### src/rtl/core/mpfr_pkg.sv
// ----------------------------------------------------------------------------
// mpfr_pkg
// Shared types, constants and the bytewise CRC-16/Modbus update for the page
// frame receiver.
// ----------------------------------------------------------------------------
package mpfr_pkg;

  localparam logic [7:0]  FUNC_CODE    = 8'h10;
  localparam logic [15:0] CRC_INIT     = 16'hFFFF;
  localparam logic [15:0] CRC_POLY     = 16'hA001;
  localparam logic [7:0]  ADDR_DEFAULT = 8'd101;

  localparam logic [1:0] KIND_DATA    = 2'd0;
  localparam logic [1:0] KIND_MORE    = 2'd1;
  localparam logic [1:0] KIND_LAST    = 2'd2;
  localparam logic [1:0] KIND_CRC_ERR = 2'd3;

  typedef struct packed {
    logic [15:0] page_number;
    logic [7:0]  byte_offset;
    logic [7:0]  data_byte;
    logic [1:0]  result_kind;
  } result_t;

  // one byte through the reflected CRC, LSB first
  function automatic logic [15:0] crc_add(input logic [15:0] crc, input logic [7:0] b);
    logic [15:0] c;
    c = crc ^ {8'h00, b};
    for (int i = 0; i < 8; i++) begin
      if (c[0]) begin
        c = (c >> 1) ^ CRC_POLY;
      end else begin
        c = c >> 1;
      end
    end
    return c;
  endfunction

endpackage

### src/rtl/core/mpfr_parser.sv
// ----------------------------------------------------------------------------
// mpfr_parser
// Frame parser: phase register, running CRC, page field and payload counter.
// Produces at most one result per accepted byte.
// ----------------------------------------------------------------------------
module mpfr_parser #(
  parameter int PAYLOAD_BYTES = 256
) (
  input  logic               clk,
  input  logic               rst_n,
  input  logic               cfg_wr_en,
  input  logic [7:0]         cfg_wr_data,
  input  logic               byte_en,
  input  logic [7:0]         rx_byte,
  output logic               res_valid,
  output mpfr_pkg::result_t  res
);

  localparam int CNT_W = (PAYLOAD_BYTES > 2) ? $clog2(PAYLOAD_BYTES) : 1;
  localparam logic [CNT_W-1:0] CNT_LAST = CNT_W'(PAYLOAD_BYTES - 1);

  localparam logic [3:0] PH_IDLE    = 4'd0;
  localparam logic [3:0] PH_FUNC    = 4'd1;
  localparam logic [3:0] PH_PAGE_HI = 4'd2;
  localparam logic [3:0] PH_PAGE_LO = 4'd3;
  localparam logic [3:0] PH_NREG_HI = 4'd4;
  localparam logic [3:0] PH_NREG_LO = 4'd5;
  localparam logic [3:0] PH_NBYTES  = 4'd6;
  localparam logic [3:0] PH_DATA    = 4'd7;
  localparam logic [3:0] PH_CRC_LO  = 4'd8;
  localparam logic [3:0] PH_CRC_HI  = 4'd9;

  logic [7:0]       addr_r;
  logic [3:0]       phase_r, phase_nxt;
  logic [15:0]      crc_r, crc_nxt;
  logic [15:0]      page_r, page_nxt;
  logic [CNT_W-1:0] cnt_r, cnt_nxt;
  logic             more_r, more_nxt;
  logic [7:0]       crc_lo_r, crc_lo_nxt;
  logic [15:0]      crc_src;
  logic [15:0]      crc_upd;
  logic             good;

  assign crc_src = (phase_r == PH_FUNC || phase_r == PH_PAGE_HI || phase_r == PH_PAGE_LO ||
                    phase_r == PH_NREG_HI || phase_r == PH_NREG_LO ||
                    phase_r == PH_NBYTES || phase_r == PH_DATA) ? crc_r : mpfr_pkg::CRC_INIT;
  assign crc_upd = mpfr_pkg::crc_add(crc_src, rx_byte);
  assign good    = (crc_lo_r == crc_r[7:0]) && (rx_byte == crc_r[15:8]);

  always_comb begin
    phase_nxt       = phase_r;
    crc_nxt         = crc_r;
    page_nxt        = page_r;
    cnt_nxt         = cnt_r;
    more_nxt        = more_r;
    crc_lo_nxt      = crc_lo_r;
    res_valid       = 1'b0;
    res.result_kind = mpfr_pkg::KIND_DATA;
    res.data_byte   = 8'h00;
    res.byte_offset = 8'h00;
    res.page_number = page_r;
    unique case (phase_r)
      PH_FUNC: begin
        crc_nxt   = crc_upd;
        phase_nxt = (rx_byte == mpfr_pkg::FUNC_CODE) ? PH_PAGE_HI : PH_IDLE;
      end
      PH_PAGE_HI: begin
        crc_nxt   = crc_upd;
        page_nxt  = {rx_byte, page_r[7:0]};
        phase_nxt = PH_PAGE_LO;
      end
      PH_PAGE_LO: begin
        crc_nxt   = crc_upd;
        page_nxt  = {page_r[15:8], rx_byte};
        phase_nxt = PH_NREG_HI;
      end
      PH_NREG_HI: begin
        crc_nxt   = crc_upd;
        phase_nxt = PH_NREG_LO;
      end
      PH_NREG_LO: begin
        crc_nxt   = crc_upd;
        phase_nxt = PH_NBYTES;
      end
      PH_NBYTES: begin
        crc_nxt   = crc_upd;
        more_nxt  = (rx_byte == 8'h00);
        cnt_nxt   = '0;
        phase_nxt = PH_DATA;
      end
      PH_DATA: begin
        crc_nxt         = crc_upd;
        res_valid       = 1'b1;
        res.data_byte   = rx_byte;
        res.byte_offset = 8'(cnt_r);
        if (cnt_r == CNT_LAST) begin
          cnt_nxt   = '0;
          phase_nxt = PH_CRC_LO;
        end else begin
          cnt_nxt = cnt_r + 1'b1;
        end
      end
      PH_CRC_LO: begin
        crc_lo_nxt = rx_byte;
        phase_nxt  = PH_CRC_HI;
      end
      PH_CRC_HI: begin
        res_valid       = 1'b1;
        res.result_kind = good ? (more_r ? mpfr_pkg::KIND_MORE : mpfr_pkg::KIND_LAST)
                               : mpfr_pkg::KIND_CRC_ERR;
        phase_nxt       = PH_IDLE;
        crc_nxt         = mpfr_pkg::CRC_INIT;
        cnt_nxt         = '0;
      end
      default: begin
        if (rx_byte == addr_r) begin
          crc_nxt   = crc_upd;
          cnt_nxt   = '0;
          phase_nxt = PH_FUNC;
        end else begin
          phase_nxt = PH_IDLE;
        end
      end
    endcase
  end

  always_ff @(posedge clk) begin
    if (!rst_n) begin
      addr_r   <= mpfr_pkg::ADDR_DEFAULT;
      phase_r  <= PH_IDLE;
      crc_r    <= mpfr_pkg::CRC_INIT;
      page_r   <= '0;
      cnt_r    <= '0;
      more_r   <= 1'b0;
      crc_lo_r <= '0;
    end else begin
      if (cfg_wr_en) begin
        addr_r <= cfg_wr_data;
      end
      if (byte_en) begin
        phase_r  <= phase_nxt;
        crc_r    <= crc_nxt;
        page_r   <= page_nxt;
        cnt_r    <= cnt_nxt;
        more_r   <= more_nxt;
        crc_lo_r <= crc_lo_nxt;
      end
    end
  end

endmodule

### src/rtl/core/mpfr_out_reg.sv
// ----------------------------------------------------------------------------
// mpfr_out_reg
// Result register on the master side; takes a new result whenever the held
// one is gone or leaves in the same cycle.
// ----------------------------------------------------------------------------
module mpfr_out_reg (
  input  logic               clk,
  input  logic               rst_n,
  input  logic               load,
  input  logic               res_valid,
  input  mpfr_pkg::result_t  res,
  output logic               can_load,
  output logic               out_tvalid,
  input  logic               out_tready,
  output mpfr_pkg::result_t  out_res
);

  logic              valid_r;
  mpfr_pkg::result_t res_r;

  assign can_load   = !valid_r || out_tready;
  assign out_tvalid = valid_r;
  assign out_res    = res_r;

  always_ff @(posedge clk) begin
    if (!rst_n) begin
      valid_r <= 1'b0;
    end else if (load) begin
      valid_r <= res_valid;
    end else if (out_tready) begin
      valid_r <= 1'b0;
    end
  end

  always_ff @(posedge clk) begin
    if (load && res_valid) begin
      res_r <= res;
    end
  end

endmodule

### src/rtl/core/modbus_page_frame_receiver.sv
// Output: a result is registered and shows on out_tvalid in the cycle after its byte is accepted.
// Throughput: one byte per cycle; in_tready drops only while a held result
// is not taken (the single output register sets this).
// Reset: synchronous, active low; idle phase, CRC 0xFFFF, address 101,
// no result pending.
// ----------------------------------------------------------------------------
// modbus_page_frame_receiver
// Receives a fixed page-write frame byte by byte, passes out payload bytes
// with their offsets and reports the frame outcome after the CRC.
// ----------------------------------------------------------------------------
module modbus_page_frame_receiver #(
  parameter int PAYLOAD_BYTES = 256
) (
  input  logic        clk,
  input  logic        rst_n,
  input  logic        cfg_wr_en,
  input  logic [7:0]  cfg_wr_data,   // device_address
  input  logic        in_tvalid,
  output logic        in_tready,
  input  logic [7:0]  in_tdata,      // [7:0] rx_byte
  output logic        out_tvalid,
  input  logic        out_tready,
  output logic [31:0] out_tdata,     // [7:0] data_byte, [15:8] byte_offset, [31:16] page_number
  output logic [1:0]  out_tuser      // [1:0] result_kind
);

  logic              accept;
  logic              can_load;
  logic              res_valid;
  mpfr_pkg::result_t res;
  mpfr_pkg::result_t out_res;

  assign in_tready = can_load;
  assign accept    = in_tvalid && can_load;

  mpfr_parser #(
    .PAYLOAD_BYTES(PAYLOAD_BYTES)
  ) u_parser (
    .clk         (clk),
    .rst_n       (rst_n),
    .cfg_wr_en   (cfg_wr_en),
    .cfg_wr_data (cfg_wr_data),
    .byte_en     (accept),
    .rx_byte     (in_tdata),
    .res_valid   (res_valid),
    .res         (res)
  );

  mpfr_out_reg u_out_reg (
    .clk        (clk),
    .rst_n      (rst_n),
    .load       (accept),
    .res_valid  (res_valid),
    .res        (res),
    .can_load   (can_load),
    .out_tvalid (out_tvalid),
    .out_tready (out_tready),
    .out_res    (out_res)
  );

  assign out_tdata = {out_res.page_number, out_res.byte_offset, out_res.data_byte};
  assign out_tuser = out_res.result_kind;

endmodule

### config.mk
export PLATFORM = sky130hd
export DESIGN_NAME = modbus_page_frame_receiver
export DESIGN_NICKNAME = d
export VERILOG_FILES = /design/src/rtl/core/mpfr_pkg.sv /design/src/rtl/core/mpfr_parser.sv /design/src/rtl/core/mpfr_out_reg.sv /design/src/rtl/core/modbus_page_frame_receiver.sv
export SDC_FILE = /design/constraint.sdc
export NUM_CORES = 1
export LEC_CHECK = 0
export ABC_AREA = 0
export BUFFER_PORTS_ARGS = -buffer_cell sky130_fd_sc_hd__clkbuf_2
export CORE_AREA = 2 2 98 195
export CTS_CLUSTER_DIAMETER = 200
export DETAILED_ROUTE_END_ITERATION = 10
export DIE_AREA = 0 0 100 197
export HOLD_SLACK_MARGIN = 0.02
export SKIP_LAST_GASP = 1
export SLEW_MARGIN = 30
export SYNTH_ARGS = -nofsm -noshare
export SYNTH_HDL_FRONTEND = slang
export SYNTH_SLANG_ARGS = --single-unit
### constraint.sdc
create_clock -name clk -period 3 [get_ports clk]
set_clock_uncertainty 0.15 [all_clocks]
set_input_delay 0.3 -clock clk [delete_from_list [all_inputs] [get_ports clk]]
set_output_delay 0.3 -clock clk [all_outputs]
set_load 0.01 [all_outputs]
[Word level (Yosys, flattened, before mapping)]
Index checks and enable logic that the tools add are counted.
Storage, ports and cells
  flip-flop bits (word level): 96
  output and inout bits: 36
  logic and storage cells: 92
Operators by class
  add/subtract/negate cells: 1
  equality and inequality tests: 15
  mux-type cells: 24
  bitwise logic cells: 13
  reduce and logical (&&, ||, !) cells: 26
Operators with widths (count)
  $mux W16: 10
  $pmux W16 S3: 1
  $pmux W4 S9: 1
  $pmux W16 S2: 1
  $eq A8 B8 Y1: 3
  $not A2 Y3: 8
  $pmux W8 S3: 1
  $eq A4 B3 Y1 const B: 4
  $mux W8: 2
  $xor A16 B8 Y16: 1
  $reduce_and A3 Y1: 4
  $add A8 B1 Y8 const B: 1
  $eq A4 B2 Y1 const B: 2
  $eq A4 B4 Y1 const B: 2
  $eq A8 B5 Y1 const B: 1
  $eq A8 B8 Y1 const B: 1
  $logic_not A8 Y1: 1
  $logic_or A1 B1 Y1: 7
  $reduce_or A7 Y1: 1
  $mux W2: 3
  $reduce_and A2 Y1: 3
  $reduce_bool A3 Y1: 2
  $reduce_or A6 Y1: 1
  $eq A4 B1 Y1 const B: 1
  other kinds (8): 17

[Longest topological paths before layout]
Gate-level depths: netlist of run 1.
  depth after elaboration: 27
  mapped depth: 9
  gate-level depth less buffers: 7

[Modules after synthesis]
A second synthesis of run 1 with hierarchy kept.
Unflattened totals
  cells, all modules: 440
  area total of the unflattened synthesis: 4434.3 µm²
Modules (own cells, without submodules)
  mpfr_parser: instances 1, cells an instance 400, area an instance 3355.7 µm², sequential area each 1221.2 µm²
  mpfr_out_reg: instances 1, cells an instance 39, area an instance 1072.3 µm², sequential area each 1041.0 µm²
  modbus_page_frame_receiver: instances 1, cells an instance 1, area an instance 6.3 µm², sequential area each 0.0 µm²

[Worst setup path after synthesis of run 1]
Ideal clock, no wire load.
  kind: register -> register
  start: register u_parser.phase_r[2]
  end: register u_out_reg.res_r, in the netlist u_out_reg.out_res[0], enable pin
  library setup time: 0.438 ns
  arrival: 2.668 ns
  required time: 2.412 ns
  slack: -0.256 ns
  stages on the path, launching flop included: 4
  path buffers: 1
  clock period less this slack: 3.256 ns
  path through: dfxtp_1 -> clkbuf_1 -> nand4_1 -> a21oi_1
Between the ends
  word-level cells in the longest chain between the ends: 4
Ends and longest elaborated chain
  start, declared: line mpfr_parser.sv:34  | logic [3:0] phase_r, phase_nxt;
  start signal, assigned: line mpfr_parser.sv:141  | phase_r <= phase_nxt;
  $eq A4 B4 Y1 or $eq A4 B3 Y1 (tied branches): line mpfr_parser.sv:62  | unique case (phase_r)
  $reduce_or A2 Y1 (no source line) *
  $mux W1 *: line mpfr_parser.sv:62
  $logic_and A1 B1 Y1 *: line mpfr_out_reg.sv:36  | if (load && res_valid) begin
  end signal, assigned: line mpfr_out_reg.sv:37  | res_r <= res;
  end, declared: line mpfr_out_reg.sv:19  | mpfr_pkg::result_t res_r;
Every way passes the cells marked *; elsewhere a longest branch is shown, timed or not.
A chain may end at the register's enable or synchronous reset.

[Worst setup path after layout of run 1]
  start: register u_parser.phase_r[0]
  end: register u_parser.crc_r[15]
Between the ends
  word-level cells in the longest chain between the ends: 20
Ends and longest elaborated chain
  $eq A4 B1 Y1 or $eq A4 B2 Y1 (tied branches): line mpfr_parser.sv:44, mpfr_parser.sv:62
  $logic_or A1 B1 Y1 (3 in series): line mpfr_parser.sv:44  | assign crc_src = (phase_r == PH_FUNC || phase_r == PH_PAGE_HI || phase_r == PH_PAGE_LO ||
  $logic_or A1 B1 Y1 (2 in series): line mpfr_parser.sv:45  | phase_r == PH_NREG_HI || phase_r == PH_NREG_LO ||
  $logic_or A1 B1 Y1: line mpfr_parser.sv:46  | phase_r == PH_NBYTES || phase_r == PH_DATA) ? crc_r : mpfr_pkg::CRC_INIT;
  $mux W16: line mpfr_parser.sv:46
  $xor A16 B8 Y16: line mpfr_pkg.sv:28  | c = crc ^ {8'h00, b};
  $mux W16 or $not A2 Y3 (tied branches) (6 in series)
  $not A2 Y3 (no source line) or $mux W16 (tied branches)
  $mux W16 (2 in series): line mpfr_pkg.sv:30  | if (c[0]) begin
  $mux W16: line mpfr_parser.sv:116  | if (rx_byte == addr_r) begin
  $pmux W16 S3: line mpfr_parser.sv:62
  end signal, assigned: line mpfr_parser.sv:131  | crc_r <= mpfr_pkg::CRC_INIT;
  end signal, assigned: line mpfr_parser.sv:142  | crc_r <= crc_nxt;
  end, declared: line mpfr_parser.sv:35  | logic [15:0] crc_r, crc_nxt;
Parallel ways exist; a longest one is shown, timed or not. The select of a mux whose other input is x is not followed.

==> out/results.txt, run 1 <==
The flow ran to the end, and the final reports show no timing, DRC or antenna violations. For this run, the total global-route usage over all layers was measured as 11.7%. After clock tree synthesis, the clock-pin slew on the worst setup and hold paths is 0.07 ns. The maximum number of pins on one net before global-route repair came out at 39. The logs give 2260 sq um for the register cell area after layout and 2.01 mW for the internal cell power. Cells with a size suffix above 1 make up 19.7% of the layout.

For the maximum vdd ir drop, the log shows 0.255 mV. The final layout contains 524 nets. In this run, post-CTS hold repair placed 0 buffers.

The post-synthesis instance area was 4510 sq um; the average cell area after synthesis was 10.1 sq um. Summed over all failing endpoints, the final setup total negative slack is 0 ns. The total number of vias was 3386.

For the data required time of the worst path, the log shows 3.09 ns. For this run, the leading register cell type out of synthesis is sky130_fd_sc_hd__dfxtp_1. The initial DRC count was 187. Net switching is 22.8% of the power.

For the number of clock sinks, the log shows 96. The worst setup path is captured at a register. The run gives 0 as the number of antenna repair diodes. Timing would allow up to 0.386 GHz. The first detailed-routing pass ran for 6 iterations. The tools report the buffer type at the clock tree root as sky130_fd_sc_hd__clkbuf_16.

The analysis attributes to cell leakage a power of 1.97 nW. The longest clock path from root to sink contains 2 buffers. Remaining design rule violation count: 0. The hold violation total from the final report came out at 0.

STA classifies the critical path startpoint as a register. The post-cts sizing count was 0. The run gives 3468 as the via count of the first global-routing pass. Data on the critical path arrives at its endpoint at 2.68 ns. The logs give 0.594 mW for the reported net switching power and 9 for the number of CTS-inserted buffers.

Of the total power, registers draw 51.9%. The portion of the clock cycle consumed by the worst path in the final layout was 86.3%. The top fanout value on the critical path is 12, and the depth of the worst register-to-register path is 5. The layout overhead on the synthesized area works out to 18.7%. Once the floorplan was initialized, standard cells occupied 24.8% of the core.

The HPWL after detailed placement is 8.49 mm. The number of warnings reported in the yosys synthesis log is 0, and the number of antenna violations at the first check in global routing is 0. Headroom to the max-slew limit came out at 32.4%.

Max-cap violations in this run came to 0. Remaining antenna violation count after routing: 0. In the synthesized netlist the async set-or-reset flop fraction comes to 0%. In this run the number of H-tree levels came out at 3. The routed design could run at a clock period as short as 2.59 ns. The die is 197 um tall.

In the final routed layout, each cell accounts on average for 15.4 um. Post-CTS timing repair inserted 0 buffers for setup. The die footprint is 19700 sq um, and the routed via count divided by cell count is 4.68. The clock network accounts for 41.9% of the total power.

In this run the power density over the cells is 486 nW/um^2. TritonCTS built the clock tree. Counting distinct cell types in the post-synthesis netlist gives 54. The multi-input combinational cells in the finished layout cover a total of 2110 sq um. For the total I/O pin count, the log shows 57.

In this run the worst hold path is classified as in -> reg. After synthesis, flip-flops and latches occupy 50.2% of the total area. Input and output buffers added on the ports amount to 56. The initialized floorplan defines 70 standard-cell rows. Setup violations remaining at the end of the flow were counted as 0.

The total overflow left after global routing is 0. The fraction of power consumed by combinational cells is 6.3%, and the worst hold path depth is 3. The layout has 1912 filler cells. The design draws 2.60 mW. Setup repair after global routing left no endpoint under its margin. The later pin in the worst-skew pair is clocked with a latency of 0.35 ns. In this run the horizontal extent of the chip is 100 um.

Synthesis inferred 96 register bits. The critical path is of the reg -> reg type. The number of max-slew violations in the final report is 0. Synthesis produced a netlist with a net count of 470. The global-route wire length before repair is 17.8 mm, and the routability congestion estimate is 0.975. The routed design has 11.1 mm of wire. The core region is 18200 sq um. At the pin with the least slew margin, the transition time is 1.00 ns.

The number of enable-type register cells in the synthesized netlist is 34, and the gate count of the mapped netlist is 448.
synth_stat cells (6+ instances only):
master | instances | area share, %
sky130_fd_sc_hd__nand4_1 | 9 | 1.2
sky130_fd_sc_hd__edfxtp_1 | 34 | 23
sky130_fd_sc_hd__nor2b_1 | 15 | 2.1
sky130_fd_sc_hd__a21boi_1 | 22 | 3.7
sky130_fd_sc_hd__xor2_1 | 12 | 2.3
sky130_fd_sc_hd__and3_1 | 8 | 1.1
sky130_fd_sc_hd__nand3_1 | 14 | 1.6
sky130_fd_sc_hd__a21oi_1 | 7 | 0.78
sky130_fd_sc_hd__xnor2_1 | 38 | 7.4
sky130_fd_sc_hd__nor4_1 | 7 | 0.97
sky130_fd_sc_hd__dfxtp_1 | 62 | 28
sky130_fd_sc_hd__and2_1 | 20 | 2.8
sky130_fd_sc_hd__mux2i_1 | 16 | 3.6
sky130_fd_sc_hd__o21ai_0 | 13 | 1.4
sky130_fd_sc_hd__nor2_1 | 21 | 1.7
sky130_fd_sc_hd__buf_2 | 11 | 1.2
sky130_fd_sc_hd__or3_1 | 6 | 0.83
sky130_fd_sc_hd__nor3_1 | 10 | 1.1
sky130_fd_sc_hd__clkbuf_1 | 17 | 1.4
sky130_fd_sc_hd__nand2_1 | 52 | 4.3
placed cells by master (no fill, tap or decap), types with 12 or more instances in the layout:
cell,instances
sky130_fd_sc_hd__xnor2_1,38
sky130_fd_sc_hd__nor2_1,21
sky130_fd_sc_hd__and2_1,20
sky130_fd_sc_hd__clkbuf_2,56
sky130_fd_sc_hd__nor2b_1,15
sky130_fd_sc_hd__dfxtp_1,62
sky130_fd_sc_hd__nand2_1,52
sky130_fd_sc_hd__o21ai_0,13
sky130_fd_sc_hd__nand3_1,14
sky130_fd_sc_hd__mux2i_1,16
sky130_fd_sc_hd__buf_4,17
sky130_fd_sc_hd__a21boi_1,22
sky130_fd_sc_hd__edfxtp_1,34
sky130_fd_sc_hd__xor2_1,12
flip-flops by register name, indices dropped and copies added, names as in the netlist:
| signal | flops |
|---|---|
| u_parser.page_r | 16 |
| u_parser.addr_r | 8 |
| u_parser.more_r | 1 |
| u_parser.cnt_r | 8 |
| u_out_reg.out_res | 34 |
| u_out_reg.out_tvalid | 1 |
| u_parser.crc_lo_r | 8 |
| u_parser.crc_r | 16 |
| u_parser.phase_r | 4 |
cells by family after synthesis:
group,share of synthesized area [%]
compound gates,10.6
buf+inv,3.22
simple gates,21.2
flops,50.2
fa+ha+maj,0.499
mux,3.55
xor+xnor,10.7
layout make-up:
type,count,share of cell area (%)
multi-input combinational,317,39.5
clock inverter,5,0.701
tap,216,5.05
inverter,5,0.351
clock buffer,11,4.53
sequential,96,42.3
timing repair buffer,73,7.62
final timing paths:
kind	start	endpoint	slack [ns]
min	cfg_wr_data[5]	u_parser.addr_r[5]	0.03
max	u_parser.phase_r[0]	u_parser.crc_r[15]	0.41
min reg2reg	u_parser.page_r[12]	u_out_reg.out_res[30]	0.28
max reg2reg	u_parser.phase_r[0]	u_parser.crc_r[15]	0.41
per-stage QoR:
step / setup WS (ns) / area (sq um) / util (%) / instances / hold WS (ns)
2_1_floorplan: 0.404 / 4510 / - / 448 / 0.258
3_3_place_gp: 0.549 / 5070 / 27.9 / 707 / 0.264
3_5_place_dp: 0.425 / 5070 / 27.9 / 707 / 0.266
4_1_cts: 0.423 / 5350 / 29.4 / 723 / 0.0287
5_1_grt: 0.243 / 5350 / 29.4 / 723 / 0.0584
6_report: 0.411 / 5350 / 29.4 / 723 / 0.0312
power by group through the flow:
stage / registers (mW) / logic [mW] / clock network, mW
after CTS: 1.35 / 0.164 / 1.11
after floorplan: 1.38 / 0.111 / 0
after global placement: 1.38 / 0.160 / 0
after global routing: 1.35 / 0.176 / 1.16
after detailed placement: 1.38 / 0.163 / 0
final: 1.35 / 0.163 / 1.09
per-layer routing:
metal	vias up	global-route usage, %	share of wire [%]
met5	-	0	0
met2	77	22.1	57
met3	33	1.81	2.1
li1	1668	-	-
met4	0	8.93	6.1
met1	1608	10.8	35
worst max-delay path, cell delays in order, from the launching register on:
cell	delay, ns
sky130_fd_sc_hd__dfxtp_1	0.42
sky130_fd_sc_hd__nor3_2	0.68
sky130_fd_sc_hd__nor3_1	0.14
sky130_fd_sc_hd__xnor2_1	0.22
sky130_fd_sc_hd__xnor3_2	0.51
sky130_fd_sc_hd__o311a_1	0.37
(Power assumes the default switching activity.)
==> inputs of run 2 (changes only) <==
--- a/config.mk
+++ b/config.mk
@@ -7,7 +7,8 @@
 export LEC_CHECK = 0
 export ABC_AREA = 0
+export ABC_CLOCK_PERIOD_IN_PS = 3000
 export BUFFER_PORTS_ARGS = -buffer_cell sky130_fd_sc_hd__clkbuf_2
 export CORE_AREA = 2 2 98 195
-export CTS_CLUSTER_DIAMETER = 200
+export CTS_CLUSTER_DIAMETER = 120
 export DETAILED_ROUTE_END_ITERATION = 10
 export DIE_AREA = 0 0 100 197
==> constraint.sdc (replaced) <==
create_clock -name clk -period 3 [get_ports clk]
set_clock_uncertainty 0.15 [all_clocks]
set_input_delay 0.45 -clock clk [delete_from_list [all_inputs] [get_ports clk]]
set_output_delay 0.45 -clock clk [all_outputs]
set_load 0.01 [all_outputs]
==> out/results.txt, run 2 (same netlist as run 1, synthesis figures left out) <==
For the setup slack on the worst flop-to-flop path, the log shows 0.43 ns (was 0.41 ns). The depth of the worst register-to-register path came out at 7 (was 5). The routed wire length per instance came out at 15.5 um (was 15.4 um).

The tools report the post-cts sizing count as 0 (unchanged). Total half-perimeter wirelength after legalization and detailed placement: 8.48 mm (was 8.49 mm). The internal cell power was 1.99 mW (was 2.01 mW); the total of fill cells in the finished design was 1888 (was 1912).

The die outline height was 197 um (unchanged). The portion of the clock cycle consumed by the worst path in the final layout was 85.7% (was 86.3%). Setup repair after global routing left no endpoint under its margin. The logs give 5090 sq um (was 5070 sq um) for the instance area after placement and 0.859 (was 0.975) for the routability congestion estimate. Maximum number of pins on one net before global-route repair: 27 (was 39). The run gives 11.2 mm (was 11.1 mm) as the total routed wirelength. Clock period minus worst slack: 2.57 ns (was 2.59 ns).

The logs give 5370 sq um (was 5350 sq um) for the post-route cell area and 0 (unchanged) for the number of antenna violations at the first check in global routing. The tools report the data required time of the worst path as 3.10 ns (was 3.09 ns). Top fanout value on the critical path: 20 (was 12). The sink of the worst hold path was u_parser.addr_r[0] (was u_parser.addr_r[5]). The number of H-tree branching levels was 3 (unchanged). The worst stage delay on the critical path works out to 0.51 ns (was 0.68 ns). The type of destination of the critical path was a register (unchanged). The worst path buffer plus inverter count is 1 (was 0), and the total I/O pin count is 57 (unchanged). The initial core utilization was 24.8% (unchanged). The tools report the launch instance of the worst min-delay path as cfg_wr_data[0] (was cfg_wr_data[5]).

Area of the core: 18200 sq um (unchanged). The buffer type at the clock tree root is sky130_fd_sc_hd__clkbuf_16 (unchanged). The kind of cell adding the most delay to the critical path was compound AO/OA/AOI/OAI gates (was simple AND/OR/NAND/NOR gates). The signal arrival time at the worst endpoint is 2.67 ns (was 2.68 ns). The worst hold path depth was 3 (unchanged). The tools report the element type at the critical path start as a register (unchanged). The logs give 96 (unchanged) for the number of clock sinks and 0.35 ns (about the same) for the source-to-sink clock delay at the later pin of the worst-skew pair. The tools report the worst slew margin relative to its limit as 53.6% (was 32.4%). The tools report the worst reg2reg path startpoint as u_parser.phase_r[3] (was u_parser.phase_r[0]). The CTS clock-pin slew for the worst setup and hold paths is 0.07 ns (about the same). The run gives 0 (unchanged) as the remaining antenna violation count after routing. The total number of vias came out at 3368 (was 3386). The number of max-slew violations in the final report was 0 (unchanged); the worst hold slack was 0.169 ns (was 0.0312 ns). Cell at the slowest stage of the critical path: sky130_fd_sc_hd__dfxtp_1 (was sky130_fd_sc_hd__nor3_2). Leading cell types in the layout, fill and taps excluded: sky130_fd_sc_hd__dfxtp_1 (62), sky130_fd_sc_hd__clkbuf_2 (56), sky130_fd_sc_hd__nand2_1 (52) (unchanged). The logs give 2.61 mW (was 2.60 mW) for the total power draw and 0.622 mW (was 0.594 mW) for the reported net switching power.

The number of max-cap violations was 0 (unchanged). The kind of path behind the tightest hold check was in -> reg (unchanged). TritonCTS built the clock tree. The hold violation total from the final report was 0 (unchanged). For the number of standard cells in the final layout excluding fillers, the log shows 723 (unchanged). The setup violation total in the final timing report is 0 (unchanged). The number of CTS-inserted buffers was 9 (unchanged).

The run finished with clean final reports. The capture point of the worst reg-to-reg path was u_parser.crc_r[0] (was u_parser.crc_r[15]). The hold buffer count at cts is 0 (unchanged), and the global-route wire length before repair is 17.8 mm (about the same). The run gives 0 (unchanged) as the remaining design rule violation count. The type of the setup path with the least slack was reg -> reg (unchanged). The most common cell after layout, fill and taps aside is sky130_fd_sc_hd__dfxtp_1 (unchanged).

The share of post-route cells with drive strength above 1 was 19.9% (was 19.7%). For the clock group share of total power, the log shows 42.2% (was 41.9%). The highest attainable clock frequency is 0.389 GHz (was 0.386 GHz).

The first-pass iteration count of the detailed router came out at 4 (was 6). The run gives 0 (unchanged) as the buffers inserted during post-CTS setup optimization. The layout overhead on the synthesized area came out at 19.1% (was 18.7%).

For the post-placement cell count, the log shows 707 (unchanged). The fraction of power consumed by combinational cells was 6.2% (was 6.3%); the overall track demand over capacity in global routing was 11.8% (was 11.7%). For the die footprint, the log shows 19700 sq um (unchanged). The pin slew with the least headroom to its limit was 0.692 ns (was 1.00 ns). The tools report the summed negative setup slack over all endpoints as 0 ns (unchanged). The total number of placement rows was 70 (unchanged). The aggregate global routing overflow was 0 (unchanged); the maximum vdd ir drop was 0.283 mV (was 0.255 mV). The run gives 2 (unchanged) as the maximum buffer depth of the clock tree.

The power density relative to cell area came out at 487 nW/um^2 (was 486 nW/um^2). The proportion of power drawn by flip-flops and latches is 51.6% (was 51.9%), and the flip-flop count of the largest register, all copies and words added is 34 (unchanged). The port buffer count was 56 (unchanged). The routed via count divided by cell count works out to 4.66 (was 4.68). The die span in x is 100 um (unchanged), and the initial DRC count is 115 (was 187). The number of antenna repair diodes was 0 (unchanged); the number of nets at the end of the flow was 524 (unchanged).

The net switching fraction of the power came out at 23.8% (was 22.8%). Via count of the first global-routing pass: 3423 (was 3468). Critical path cell sequence: buf_4, nor3_1, a221oi_4, xnor2_1, xnor2_1, nor3_1, a311oi_1 (was nor3_2, nor3_1, xnor2_1, xnor3_2, o311a_1). The leakage power total is 1.97 nW (about the same).
==> run 2: per-stage QoR <==
| step | setup slack [ns] | util, % |
|---|---|---|
| global route | 0.251 | 29.5 |
| detailed placement | 0.344 | 27.9 |
| global placement | 0.418 | 27.9 |
| finish | 0.429 | 29.5 |
| floorplan | 0.404 | - |
| CTS | 0.413 | 29.5 |
==> run 2: power by group through the flow <==
stage	Sequential [mW]	Combinational, mW	Clock (mW)
2_1_floorplan	1.38	0.111	0
3_3_place_gp	1.38	0.161	0
3_5_place_dp	1.38	0.163	0
4_1_cts	1.35	0.164	1.13
5_1_grt	1.35	0.174	1.17
6_report	1.35	0.162	1.10
==> run 2: worst register-to-register path, cell delays in order, from the launching register on <==
cell and delay (ns):
sky130_fd_sc_hd__dfxtp_1 0.51, sky130_fd_sc_hd__buf_4 0.31, sky130_fd_sc_hd__nor3_1 0.11, sky130_fd_sc_hd__a221oi_4 0.50, sky130_fd_sc_hd__xnor2_1 0.21, sky130_fd_sc_hd__xnor2_1 0.29
sky130_fd_sc_hd__nor3_1 0.08, sky130_fd_sc_hd__a311oi_1 0.31
==> run 2: cell type report <==
type | count | area, sq um | area share (%)
repair buffers | 73 | 420 | 7.83
flip-flops and latches | 96 | 2260 | 42.1
clock inverters | 7 | 58.8 | 1.10
clock buffers | 9 | 225 | 4.19
well taps | 216 | 270 | 5.03
inverters | 5 | 18.8 | 0.349
multi-input cells | 317 | 2110 | 39.4
==> run 2: per-layer routing <==
| layer | vias to the layer above | track usage, % | part of all wire [%] |
|---|---|---|---|
| met5 | - | 0 | 0 |
| met4 | 0 | 8.37 | 5.2 |
| met3 | 26 | 1.74 | 2.4 |
| met2 | 60 | 22.9 | 56 |
| met1 | 1610 | 10.8 | 36 |
| li1 | 1672 | - | - |
==> run 2: worst max path at each step <==
stage	slack, ns	startpoint	end	depth (start not counted)
6_report	0.43	u_parser.phase_r[3]	u_parser.crc_r[0]	7
5_1_grt	0.25	u_parser.phase_r[1]	u_parser.crc_r[15]	5
4_1_cts	0.41	u_parser.phase_r[3]	u_parser.crc_r[0]	7
3_5_place_dp	0.34	in_tdata[1]	u_parser.cnt_r[7]	7
3_3_place_gp	0.42	in_tdata[1]	u_parser.crc_r[7]	7
2_1_floorplan	0.40	u_parser.phase_r[2]	u_out_reg.out_res[0]	3
